<file path="src/rtl/core/cat_pkg.sv">
`timescale 1ns / 1ps
// ============================================================================
// cat_pkg: shared types for the call arc counter table
// status codes, operation codes and the word that travels down the cell chain
// ============================================================================
package cat_pkg;

    localparam int ADDR_W       = 32;
    localparam int COUNT_W      = 32;
    localparam int SLOT_INDEX_W = 6;
    localparam int SLOTS_USED_W = 7;
    localparam int STATUS_W     = 3;

    localparam logic [COUNT_W-1:0] COUNT_MAX = {COUNT_W{1'b1}};

    typedef enum logic {
        OP_RECORD = 1'b0,
        OP_READ   = 1'b1
    } t_op;

    typedef enum logic [STATUS_W-1:0] {
        STATUS_HIT   = 3'd0,
        STATUS_NEW   = 3'd1,
        STATUS_FULL  = 3'd2,
        STATUS_EMPTY = 3'd3,
        STATUS_VALID = 3'd4
    } t_status;

    // query plus the result gathered so far
    typedef struct packed {
        t_op                     op;
        logic [ADDR_W-1:0]       caller;
        logic [ADDR_W-1:0]       callee;
        logic [SLOT_INDEX_W-1:0] idx;
        logic                    done;
        t_status                 status;
        logic [ADDR_W-1:0]       res_caller;
        logic [ADDR_W-1:0]       res_callee;
        logic [COUNT_W-1:0]      res_calls;
    } t_word;

endpackage

</file>
<file path="src/rtl/core/cat_cell.sv">
`timescale 1ns / 1ps
// ============================================================================
// cat_cell: one arc slot of the call arc counter table
// holds one arc, serves the word passing by and hands it to the next cell
// ============================================================================
module cat_cell #(
    parameter int CELL_IDX = 0
) (
    input  logic          i_clk,
    input  logic          i_rst_n,
    input  logic          i_vld,
    input  cat_pkg::t_word i_word,
    output logic          o_vld,
    output cat_pkg::t_word o_word
);
    import cat_pkg::*;

    // slot indexes above the input field range can never be read
    localparam bit                      READABLE = (CELL_IDX < (1 << SLOT_INDEX_W));
    localparam logic [SLOT_INDEX_W-1:0] MY_IDX   =
        SLOT_INDEX_W'(CELL_IDX % (1 << SLOT_INDEX_W));

    logic               r_valid;
    logic [ADDR_W-1:0]  r_caller;
    logic [ADDR_W-1:0]  r_callee;
    logic [COUNT_W-1:0] r_count;
    logic               r_vld;
    t_word              r_word;

    t_word              n_word;
    logic               n_insert;
    logic               n_hit;
    logic [COUNT_W-1:0] n_count;
    logic               idx_hit;
    logic               addr_hit;

    assign idx_hit  = READABLE && (i_word.idx == MY_IDX);
    assign addr_hit = (r_caller == i_word.caller) && (r_callee == i_word.callee);

    always_comb begin
        n_word   = i_word;
        n_insert = 1'b0;
        n_hit    = 1'b0;
        n_count  = (r_count == COUNT_MAX) ? r_count : r_count + 1'b1;
        if (i_vld && !i_word.done) begin
            if (i_word.op == OP_READ) begin
                if (idx_hit) begin
                    n_word.done = 1'b1;
                    if (r_valid) begin
                        n_word.status     = STATUS_VALID;
                        n_word.res_caller = r_caller;
                        n_word.res_callee = r_callee;
                        n_word.res_calls  = r_count;
                    end
                end
            end else if (r_valid) begin
                if (addr_hit) begin
                    n_hit            = 1'b1;
                    n_word.done      = 1'b1;
                    n_word.status    = STATUS_HIT;
                    n_word.res_calls = n_count;
                end
            end else begin
                // first free slot, and no earlier slot held this arc
                n_insert         = 1'b1;
                n_word.done      = 1'b1;
                n_word.status    = STATUS_NEW;
                n_word.res_calls = COUNT_W'(1);
            end
        end
    end

    always_ff @(posedge i_clk) begin
        if (!i_rst_n) begin
            r_valid <= 1'b0;
            r_vld   <= 1'b0;
        end else begin
            r_vld <= i_vld;
            if (n_insert) begin
                r_valid <= 1'b1;
            end
        end
    end

    always_ff @(posedge i_clk) begin
        r_word <= n_word;
        if (n_insert) begin
            r_caller <= i_word.caller;
            r_callee <= i_word.callee;
            r_count  <= COUNT_W'(1);
        end else if (n_hit) begin
            r_count <= n_count;
        end
    end

    assign o_vld  = r_vld;
    assign o_word = r_word;

endmodule

</file>
<file path="config.mk">
export PLATFORM = sky130hd
export DESIGN_NAME = cat_cell
export DESIGN_NICKNAME = d
export VERILOG_FILES = /design/src/rtl/core/cat_pkg.sv /design/src/rtl/core/cat_cell.sv
export SDC_FILE = /design/constraint.sdc
export NUM_CORES = 1
export LEC_CHECK = 0
export ABC_AREA = 1
export BUFFER_PORTS_ARGS = -buffer_cell sky130_fd_sc_hd__buf_2
export CAP_MARGIN = 15
export CORE_UTILIZATION = 55
export DETAILED_ROUTE_END_ITERATION = 8
export GPL_ROUTABILITY_DRIVEN = 0
export PLACE_DENSITY = 0.85
export SLEW_MARGIN = 10
export SYNTH_ARGS = -nofsm -noshare
export SYNTH_HDL_FRONTEND = slang
export SYNTH_SLANG_ARGS = --single-unit
</file>
<file path="constraint.sdc">
create_clock -name i_clk -period 17 [get_ports i_clk]
set_input_delay 3.4 -clock i_clk [delete_from_list [all_inputs] [get_ports i_clk]]
set_output_delay 3.4 -clock i_clk [all_outputs]
set_load 0.02 [all_outputs]
</file>
# Word level (Yosys, flattened, before mapping)
# Index checks and enable logic that the tools add are counted.
totals:
  output_inout_bits: 172
  in_bits: 174
  elab_cells: 40
  ff_bits: 269
classes:
  n_eq_ne: 3
  mux: 18
  add_sub_neg: 1
  reduce_logical: 4
op_table:
  columns: ["op", "n"]
  rows:
  - ["2-to-1 mux 100 bit", 2]
  - ["2-to-1 mux 32 bit", 4]
  - ["2-to-1 mux 99 bit", 1]
  - ["== test 32 bit", 2]
  - ["2-to-1 mux 64 bit", 1]
  - ["adder 32 x 1 -> 32 bit (second input constant)", 1]
  - ["== test 32 bit (second input constant)", 1]
  - ["2-to-1 mux 4 bit", 3]
  - ["2-to-1 mux 1 bit", 7]
  - ["logical NOT 6 bit", 1]
  - ["logical AND 1 bit", 2]
  - ["logical NOT 1 bit", 1]

# Logic depth before layout (Yosys ltp)
# Gate-level depths: netlist of the first run.
logic_depth:
  word_depth: 6
  mapped_depth: 14
  mapped_depth_nobuf: 13

# Worst setup path after synthesis of the first run
# No wires, ideal clock.
synth_timing:
  kind: "input -> register"
  from: "input port i_vld"
  to: "register r_count[16]"
  t_arrival_ps: 7621
  path_stages: 10
  t_required_ps: 16874
  setup_slack_ps: 9253
  setup_ps: 126
  n_path_buf: 1
  cell_sequence: "inv_1 > nor2_2 > inv_2 > nor2_2 > inv_1 > nor2_1 > inv_1 > clkbuf_1 > o21ai_1 > a21oi_2"
synth_via:
  elab_chain_cells: 2
  elab_cells_between_ends: 3
  classes_between: "mux (2); reduce/logical (1)"
synth_lines:
  columns: ["item", "line_no", "source"]
  rows:
  - ["start, declared", "cat_cell.sv:11", "input logic i_vld,"]
  - ["logical AND 1 bit", "cat_cell.sv:45", "if (i_vld && !i_word.done) begin"]
  - ["2-to-1 mux 1 bit", "cat_cell.sv:45", null]
  - ["net n_insert", "cat_cell.sv:31", "logic n_insert;"]
  - ["end signal, assigned", "cat_cell.sv:92", "r_count <= n_count;"]
  - ["end, declared", "cat_cell.sv:26", "logic [COUNT_W-1:0] r_count;"]
# The timed path passes the listed nets, and every way through them passes these cells.
# A chain may end at the register's enable or synchronous reset.

# Worst setup path after layout of the first run
layout_timing:
  from: "input port i_word[128] (netlist name)"
  to: "register r_count[3]"
layout_via:
  elab_chain_cells: 6
layout_lines:
  columns: ["item", "line_no", "source"]
  rows:
  - ["start, declared", "cat_cell.sv:12", "input cat_pkg::t_word i_word,"]
  - ["== test 32 bit", "cat_cell.sv:38", "assign addr_hit = (r_caller == i_word.caller) && (r_callee == i_word.callee);"]
  - ["logical AND 1 bit", "cat_cell.sv:38", null]
  - ["2-to-1 mux 1 bit", "cat_cell.sv:57", "if (addr_hit) begin"]
  - ["2-to-1 mux 1 bit", "cat_cell.sv:56", "end else if (r_valid) begin"]
  - ["2-to-1 mux 1 bit", "cat_cell.sv:46", "if (i_word.op == OP_READ) begin"]
  - ["2-to-1 mux 1 bit", "cat_cell.sv:45", null]
# Every way passes these cells.

==> impl_metrics.py, run 1 <==
metrics = {
    "grt": {
        "track_usage_pct": 31.3,
        "antenna_found_initial": 5,
        "grt_pass1_wl_um": 50400,
        "global_route.usage.met3_pct": 7.57,
        "grt_pass1_vias": 10000,
        "grt_max_degree": 94,
        "overflow": 0,
        "met1_usage_pct": 38.1,
        "top_usage_layer": "met2",
        "gr-usage-met2_pct": 52.6,
    },
    "sta": {
        "timing.slew.headroom_pct": 33.8,
        "setup_viol_count_final": 0,
        "fin_crit_ns": 6.22,
        "hold_viol_final": 0,
        "clock_skew_ns": 0.0141,
        "tightest_slew_ns": 0.992,
        "finalCritPeriodShare_pct": 36.6,
        "setup_tns_ns": 0,
        "fmax_mhz": 161,
        "grt_setup_unrepaired": "false",
        "slew_viol_final": 0,
    },
    "logic_synthesis": {
        "netlist_area_um2": 11200,
        "synth_area_leader_cell": "dfxtp_1",
        "synth.avg_cell_area_um2": 7.65,
        "syn_nets": 1640,
        "synthFlopType": "dfxtp_1",
        "synth_cell_types": 34,
        "yosysMostFrequentCell": "nand2_1",
        "ys_seq_elements": 269,
        "synth_edf_count": 64,
        "synth_area_leaders": "dfxtp_1, edfxtp_1, nand2_1",
        "synth_common_cells": "nand2_1, dfxtp_1, inv_1",
        "netlist_instances": 1465,
        "synthArstFlopShare_pct": 0,
        "netlist.area_leader.share_pct": 36.6,
        "yosysSeqAreaShare_pct": 53.8,
        "synth_warnings": 0,
    },
    "clocking": {
        "ctsHoldBuffers": 0,
        "h-tree-depth": 1,
        "post_cts_resized": 0,
        "cts_sinks": 269,
        "clk_pin_slew_ns": 0.06,
        "post_cts_buffers": 0,
        "cts_buffers": 28,
        "clock_latency_ns": 0.54,
        "cts_buffer_depth": 3,
        "cts_root_buffer": "clkbuf_16",
        "tritoncts": "yes",
    },
    "die": {
        "io_pins": 346,
        "die_w_um": 145,
        "rows": 51,
        "dieArea_um2": 21000,
        "die_h_um": 145,
        "start_util_pct": 56.8,
        "core_area_um2": 19700,
    },
    "worst_setup_path": {
        "path_max_fanout": 34,
        "worst_setup_path_start_kind": "input port",
        "arrival_ns": 6.60,
        "endpoint_kind": "flop",
        "critPathKind": "in2reg",
        "cp.required_ns": 17.38,
    },
    "routing": {
        "wl_um": 32900,
        "dr_total_vias": 10800,
        "drt_iter0_drc": 822,
        "wire_per_inst_um": 15.7,
        "antenna_left": 0,
        "drc_errors": 0,
        "dr.pass1.iters": 5,
        "viasPerCell": 5.14,
    },
    "pwr": {
        "p_clk_share_pct": 41.7,
        "cellPowerDensity_nw_per_um2": 102,
        "internal_power_mw": 1.08,
        "p_comb_share_pct": 10.0,
        "netSwitchingFraction_pct": 24.9,
        "p_leak_nw": 6.96,
        "netSwitchingPower_mw": 0.357,
        "ir_worst_vdd_uv": 119,
        "power_frac_seq_pct": 48.3,
    },
    "final_layout": {
        "nNetsFinal": 1974,
        "nFillCells": 1502,
        "multi_input_area_um2": 4250,
        "stdcell_count": 2090,
        "synthToLayoutAreaGrowth_pct": 25.3,
        "drive_gt1_share_pct": 23.5,
        "ff_latch_area_um2": 6030,
        "final_util_pct": 71.2,
    },
    "hold_path": {
        "hp-class": "reg2reg",
    },
    "flow_run": {
        "drv_cap": 0,
    },
    "placement": {
        "hpwlAfterDp_um": 24000,
        "numPortBuffers": 345,
        "place_inst": 2033,
    },
    "outcome": {
        "status": "finished, final reports clean",
    },
}
[per-stage QoR]
stage,area (µm²),hold slack [ns],power [mW],setup slack (ns)
CTS,14000,0.494,1.44,10.85
detailed placement,13100,0.479,0.848,10.30
global route,14000,0.524,1.48,10.47
global placement,13100,0.469,0.844,10.35
finish,14000,0.492,1.43,10.78
floorplan,11200,0.458,0.782,9.25
[cell families after synthesis]
| logic type | count (synthesis) | share of synthesized area [%] |
|---|---|---|
| buffers and inverters | 241 | 8.52 |
| AOI/OAI and AO/OA | 225 | 10.7 |
| adders and majority gates | 1 | 0.112 |
| xor gates and xnor gates | 21 | 1.64 |
| and+or+nand+nor | 708 | 25.3 |
| DFF | 269 | 53.8 |
[registers in the layout, summed over array words and instances, names as in the netlist]
name,flops
r_count,32
r_caller,32
o_vld,1
r_callee,32
r_valid,1
o_word,171
[worst paths after layout]
path / slack (ns) / cells past startpoint / to / startpoint
hold / removal: 0.49 / 2 / o_word[56] / r_callee[24]
hold reg to reg: 0.49 / 2 / o_word[56] / r_callee[24]
setup reg to reg: 13.42 / 13 / r_count[3] / r_caller[19]
setup / recovery: 10.78 / 14 / r_count[3] / i_word[128]
[layout make-up]
| type | instances | area share [%] |
|---|---|---|
| timing repair buffer | 351 | 12.8 |
| multi-input combinational | 955 | 30.2 |
| tap | 265 | 2.36 |
| sequential | 269 | 42.9 |
| clock buffer | 34 | 5.30 |
| inverter | 194 | 5.20 |
| clock inverter | 18 | 1.14 |
| antenna | 4 | 0.0713 |
[per-layer routing]
layer	wire length (µm)	part of all wire, %	up-vias
li1	-	-	5261
met1	12900	39	4862
met2	15700	48	533
met3	3050	9.3	92
met4	1250	3.8	4
met5	20	0.061	-
[worst max-delay path, stage by stage]
cell     delay, ns
buf_2         0.16
inv_1         0.06
nand2_1       0.07
nand2_1       0.07
nor2_1        0.20
nand2_1       0.09
nor2_1        0.10
nand2_1       0.11
nor2_2        0.16
nand2_2       0.42
nor2_4        0.81
inv_2         0.12
nor2_2        0.66
a21oi_1       0.15
[power by group through the flow]
stage | logic (mW) | clock network [mW] | registers (mW)
floorplan | 0.0437 | 0 | 0.739
global placement | 0.138 | 0 | 0.706
detailed placement | 0.142 | 0 | 0.707
CTS | 0.144 | 0.603 | 0.693
global route | 0.157 | 0.627 | 0.696
finish | 0.144 | 0.598 | 0.693
[layout by cell type, fill, tap and decap left out, drive strengths merged]
| cell type | n |
|---|---|
| a21boi | 1 |
| a21oi | 109 |
| a22oi | 10 |
| a31oi | 1 |
| and2 | 1 |
| buf | 351 |
| bufinv | 2 |
| clkbuf | 34 |
| clkinv | 16 |
| clkinvlp | 2 |
| dfxtp | 205 |
| diode | 4 |
| edfxtp | 64 |
| ha | 1 |
| inv | 192 |
| nand2 | 476 |
| nand3 | 58 |
| nand3b | 3 |
| nand4 | 1 |
| nor2 | 151 |
| nor3 | 17 |
| o211ai | 1 |
| o21a | 1 |
| o21ai | 102 |
| or2 | 1 |
| xnor2 | 3 |
| xor2 | 18 |
Note: power is estimated with default switching activity, not from simulation.
==> inputs of run 2 (changes only) <==
--- a/config.mk
+++ b/config.mk
@@ -8,10 +8,10 @@
 export ABC_AREA = 1
 export BUFFER_PORTS_ARGS = -buffer_cell sky130_fd_sc_hd__buf_2
 export CAP_MARGIN = 15
-export CORE_UTILIZATION = 55
+export CORE_UTILIZATION = 46
 export DETAILED_ROUTE_END_ITERATION = 8
 export GPL_ROUTABILITY_DRIVEN = 0
-export PLACE_DENSITY = 0.85
+export PLACE_DENSITY = 0.76
 export SLEW_MARGIN = 10
 export SYNTH_ARGS = -nofsm -noshare
 export SYNTH_HDL_FRONTEND = slang
==> constraint.sdc (replaced) <==
create_clock -name i_clk -period 5.6 [get_ports i_clk]
set_input_delay 1.12 -clock i_clk [delete_from_list [all_inputs] [get_ports i_clk]]
set_output_delay 1.12 -clock i_clk [all_outputs]
set_load 0.02 [all_outputs]
==> run 2 against run 1 <==
Die area increased by 19%. Clock-buffer cell count grew 12. Global-route usage down 5.2 points. Via count fell by 1.9%. Flip-flop and latch count unchanged. Clock skew is 0.017 ns higher. Total power grew to 3.0 times the previous value. Register-to-register slack got worse by 11 ns. Critical path depth is 2 higher. Final cell count increased by 2.6%. Sequential power increased to 3.0 times the previous value.
==> impl_metrics.py, run 2 (same netlist as run 1, synthesis figures left out) <==
metrics = {
    "clocking": {
        "post_cts_buffers": 0,
        "cts_buffers": 28,
        "post_cts_resized": 0,
        "cts_sinks": 269,
        "ctsHoldBuffers": 0,
        "clk_pin_slew_ns": 0.06,
        "h-tree-depth": 1,
        "cts_root_buffer": "clkbuf_16",
        "tritoncts": "yes",
        "clock_latency_ns": 0.57,
        "cts_buffer_depth": 3,
    },
    "final_layout": {
        "mostFrequentLayoutCells": "nand2_1, buf_2, dfxtp_1",
        "drive_gt1_share_pct": 23.8,
        "final_common_cell": "nand2_1",
        "nNetsFinal": 1977,
        "largest_reg_flops": 171,
        "synthToLayoutAreaGrowth_pct": 26.1,
        "nFillCells": 2146,
    },
    "pwr": {
        "cellPowerDensity_nw_per_um2": 309,
        "ir_worst_vdd_uv": 273,
        "p_leak_nw": 6.99,
        "p_clk_share_pct": 41.9,
        "power_frac_seq_pct": 48.2,
        "p_comb_share_pct": 9.9,
        "netSwitchingPower_mw": 1.08,
        "netSwitchingFraction_pct": 24.6,
        "internal_power_mw": 3.29,
    },
    "sta": {
        "setup_viol_count_final": 0,
        "tightest_slew_ns": 1.01,
        "hold_viol_final": 0,
        "finalCritPeriodShare_pct": 60.9,
        "fin_crit_ns": 3.41,
        "setup_tns_ns": 0,
        "fin_ws_ns": 2.19,
        "fmax_mhz": 293,
        "timing.slew.headroom_pct": 32.9,
        "clock_skew_ns": 0.0308,
        "grt_setup_unrepaired": "false",
        "slew_viol_final": 0,
    },
    "worst_setup_path": {
        "worstReg2RegEnd": "r_count[13]",
        "r2r_slack_ns": 2.47,
        "reg2reg_depth": 14,
        "path_max_fanout": 34,
        "critPathKind": "in2reg",
        "cp.required_ns": 5.99,
        "r2r-start": "r_caller[1]",
        "arrival_ns": 3.80,
        "endpoint_kind": "flop",
        "worst_setup_path_start_kind": "input port",
    },
    "die": {
        "dieArea_um2": 25000,
        "start_util_pct": 47.3,
        "rows": 56,
        "die_w_um": 158,
        "die_h_um": 158,
        "core_area_um2": 23700,
        "io_pins": 346,
    },
    "routing": {
        "wl_um": 32800,
        "wire_per_inst_um": 15.3,
        "antenna_left": 0,
        "dr_total_vias": 10500,
        "viasPerCell": 4.92,
        "drc_errors": 0,
        "dr.pass1.iters": 5,
        "drt_iter0_drc": 793,
    },
    "grt": {
        "grt_pass1_vias": 9852,
        "grt_pass1_wl_um": 50500,
        "overflow": 0,
        "track_usage_pct": 26.0,
        "antenna_found_initial": 2,
        "grt_max_degree": 70,
    },
    "hold_path": {
        "holdPathEnd": "o_word[47]",
        "hp-start": "r_callee[15]",
        "hp-class": "reg2reg",
        "worstHoldPathCells": 2,
    },
    "placement": {
        "hpwlAfterDp_um": 24400,
        "numPortBuffers": 345,
        "dp_slack_ns": 1.66,
    },
    "outcome": {
        "status": "finished, final reports clean",
    },
    "flow_run": {
        "drv_cap": 0,
    },
}
run 2: cell type report:
class / count / area, µm² / area share [%]
flip-flops and latches: 269 / 6030 / 42.6
multi-input cells: 955 / 4250 / 30.0
repair buffers: 354 / 1810 / 12.8
clock buffers: 46 / 868 / 6.14
inverters: 194 / 729 / 5.16
well taps: 319 / 399 / 2.82
clock inverters: 6 / 60.1 / 0.425
diodes: 1 / 2.50 / 0.0177
run 2: power groups by stage:
stage	combinational, mW	clock [mW]	sequential [mW]
floorplan	0.133	0	2.24
detailed placement	0.432	0	2.14
global route	0.476	1.94	2.11
global placement	0.424	0	2.14
CTS	0.434	1.86	2.10
finish	0.432	1.83	2.10
run 2: metal layers:
layer | share of wire, % | track usage [%] | vias to the layer above
met2 | 48 | 44.6 | 472
met1 | 42 | 32.6 | 4760
li1 | - | - | 5252
met4 | 2.5 | 8.01 | 2
met5 | 0.037 | 0 | -
met3 | 8.3 | 5.50 | 61
run 2: worst max-delay path by stage:
stage / slack [ns] / depth (start not counted) / to / start
finish: 2.19 / 16 / r_count[13] / i_word[139]
CTS: 2.24 / 16 / r_count[15] / i_word[139]
floorplan: 0.13 / 10 / r_count[16] / i_vld
detailed placement: 1.66 / 16 / r_count[25] / i_word[139]
global placement: 1.79 / 14 / r_count[30] / i_word[130]
global route: 1.85 / 16 / r_count[25] / i_word[145]
run 2: critical path, stage by stage:
cell and delay [ns]:
buf_2 0.11, inv_1 0.05, nand2_1 0.05, nand2_1 0.06, nor2_1 0.24, nand2_1 0.09, nor2_1 0.12, nand2_1 0.10
nor2_2 0.17, nand2_2 0.06, buf_4 0.26, nor2_4 0.11, buf_4 0.35, inv_2 0.10, nor2_2 0.67, a21oi_1 0.14
run 2: through the flow:
| step | instance area (µm²) | std cells | total power [mW] | hold WS [ns] | utilization, % |
|---|---|---|---|---|---|
| 2_1_floorplan | 11200 | 1465 | 2.37 | 0.458 | - |
| 3_3_place_gp | 13200 | 2091 | 2.57 | 0.474 | 55.8 |
| 3_5_place_dp | 13200 | 2091 | 2.58 | 0.477 | 55.8 |
| 4_1_cts | 14100 | 2143 | 4.40 | 0.494 | 59.7 |
| 5_1_grt | 14100 | 2143 | 4.53 | 0.532 | 59.7 |
| 6_report | 14100 | 2144 | 4.37 | 0.492 | 59.7 |
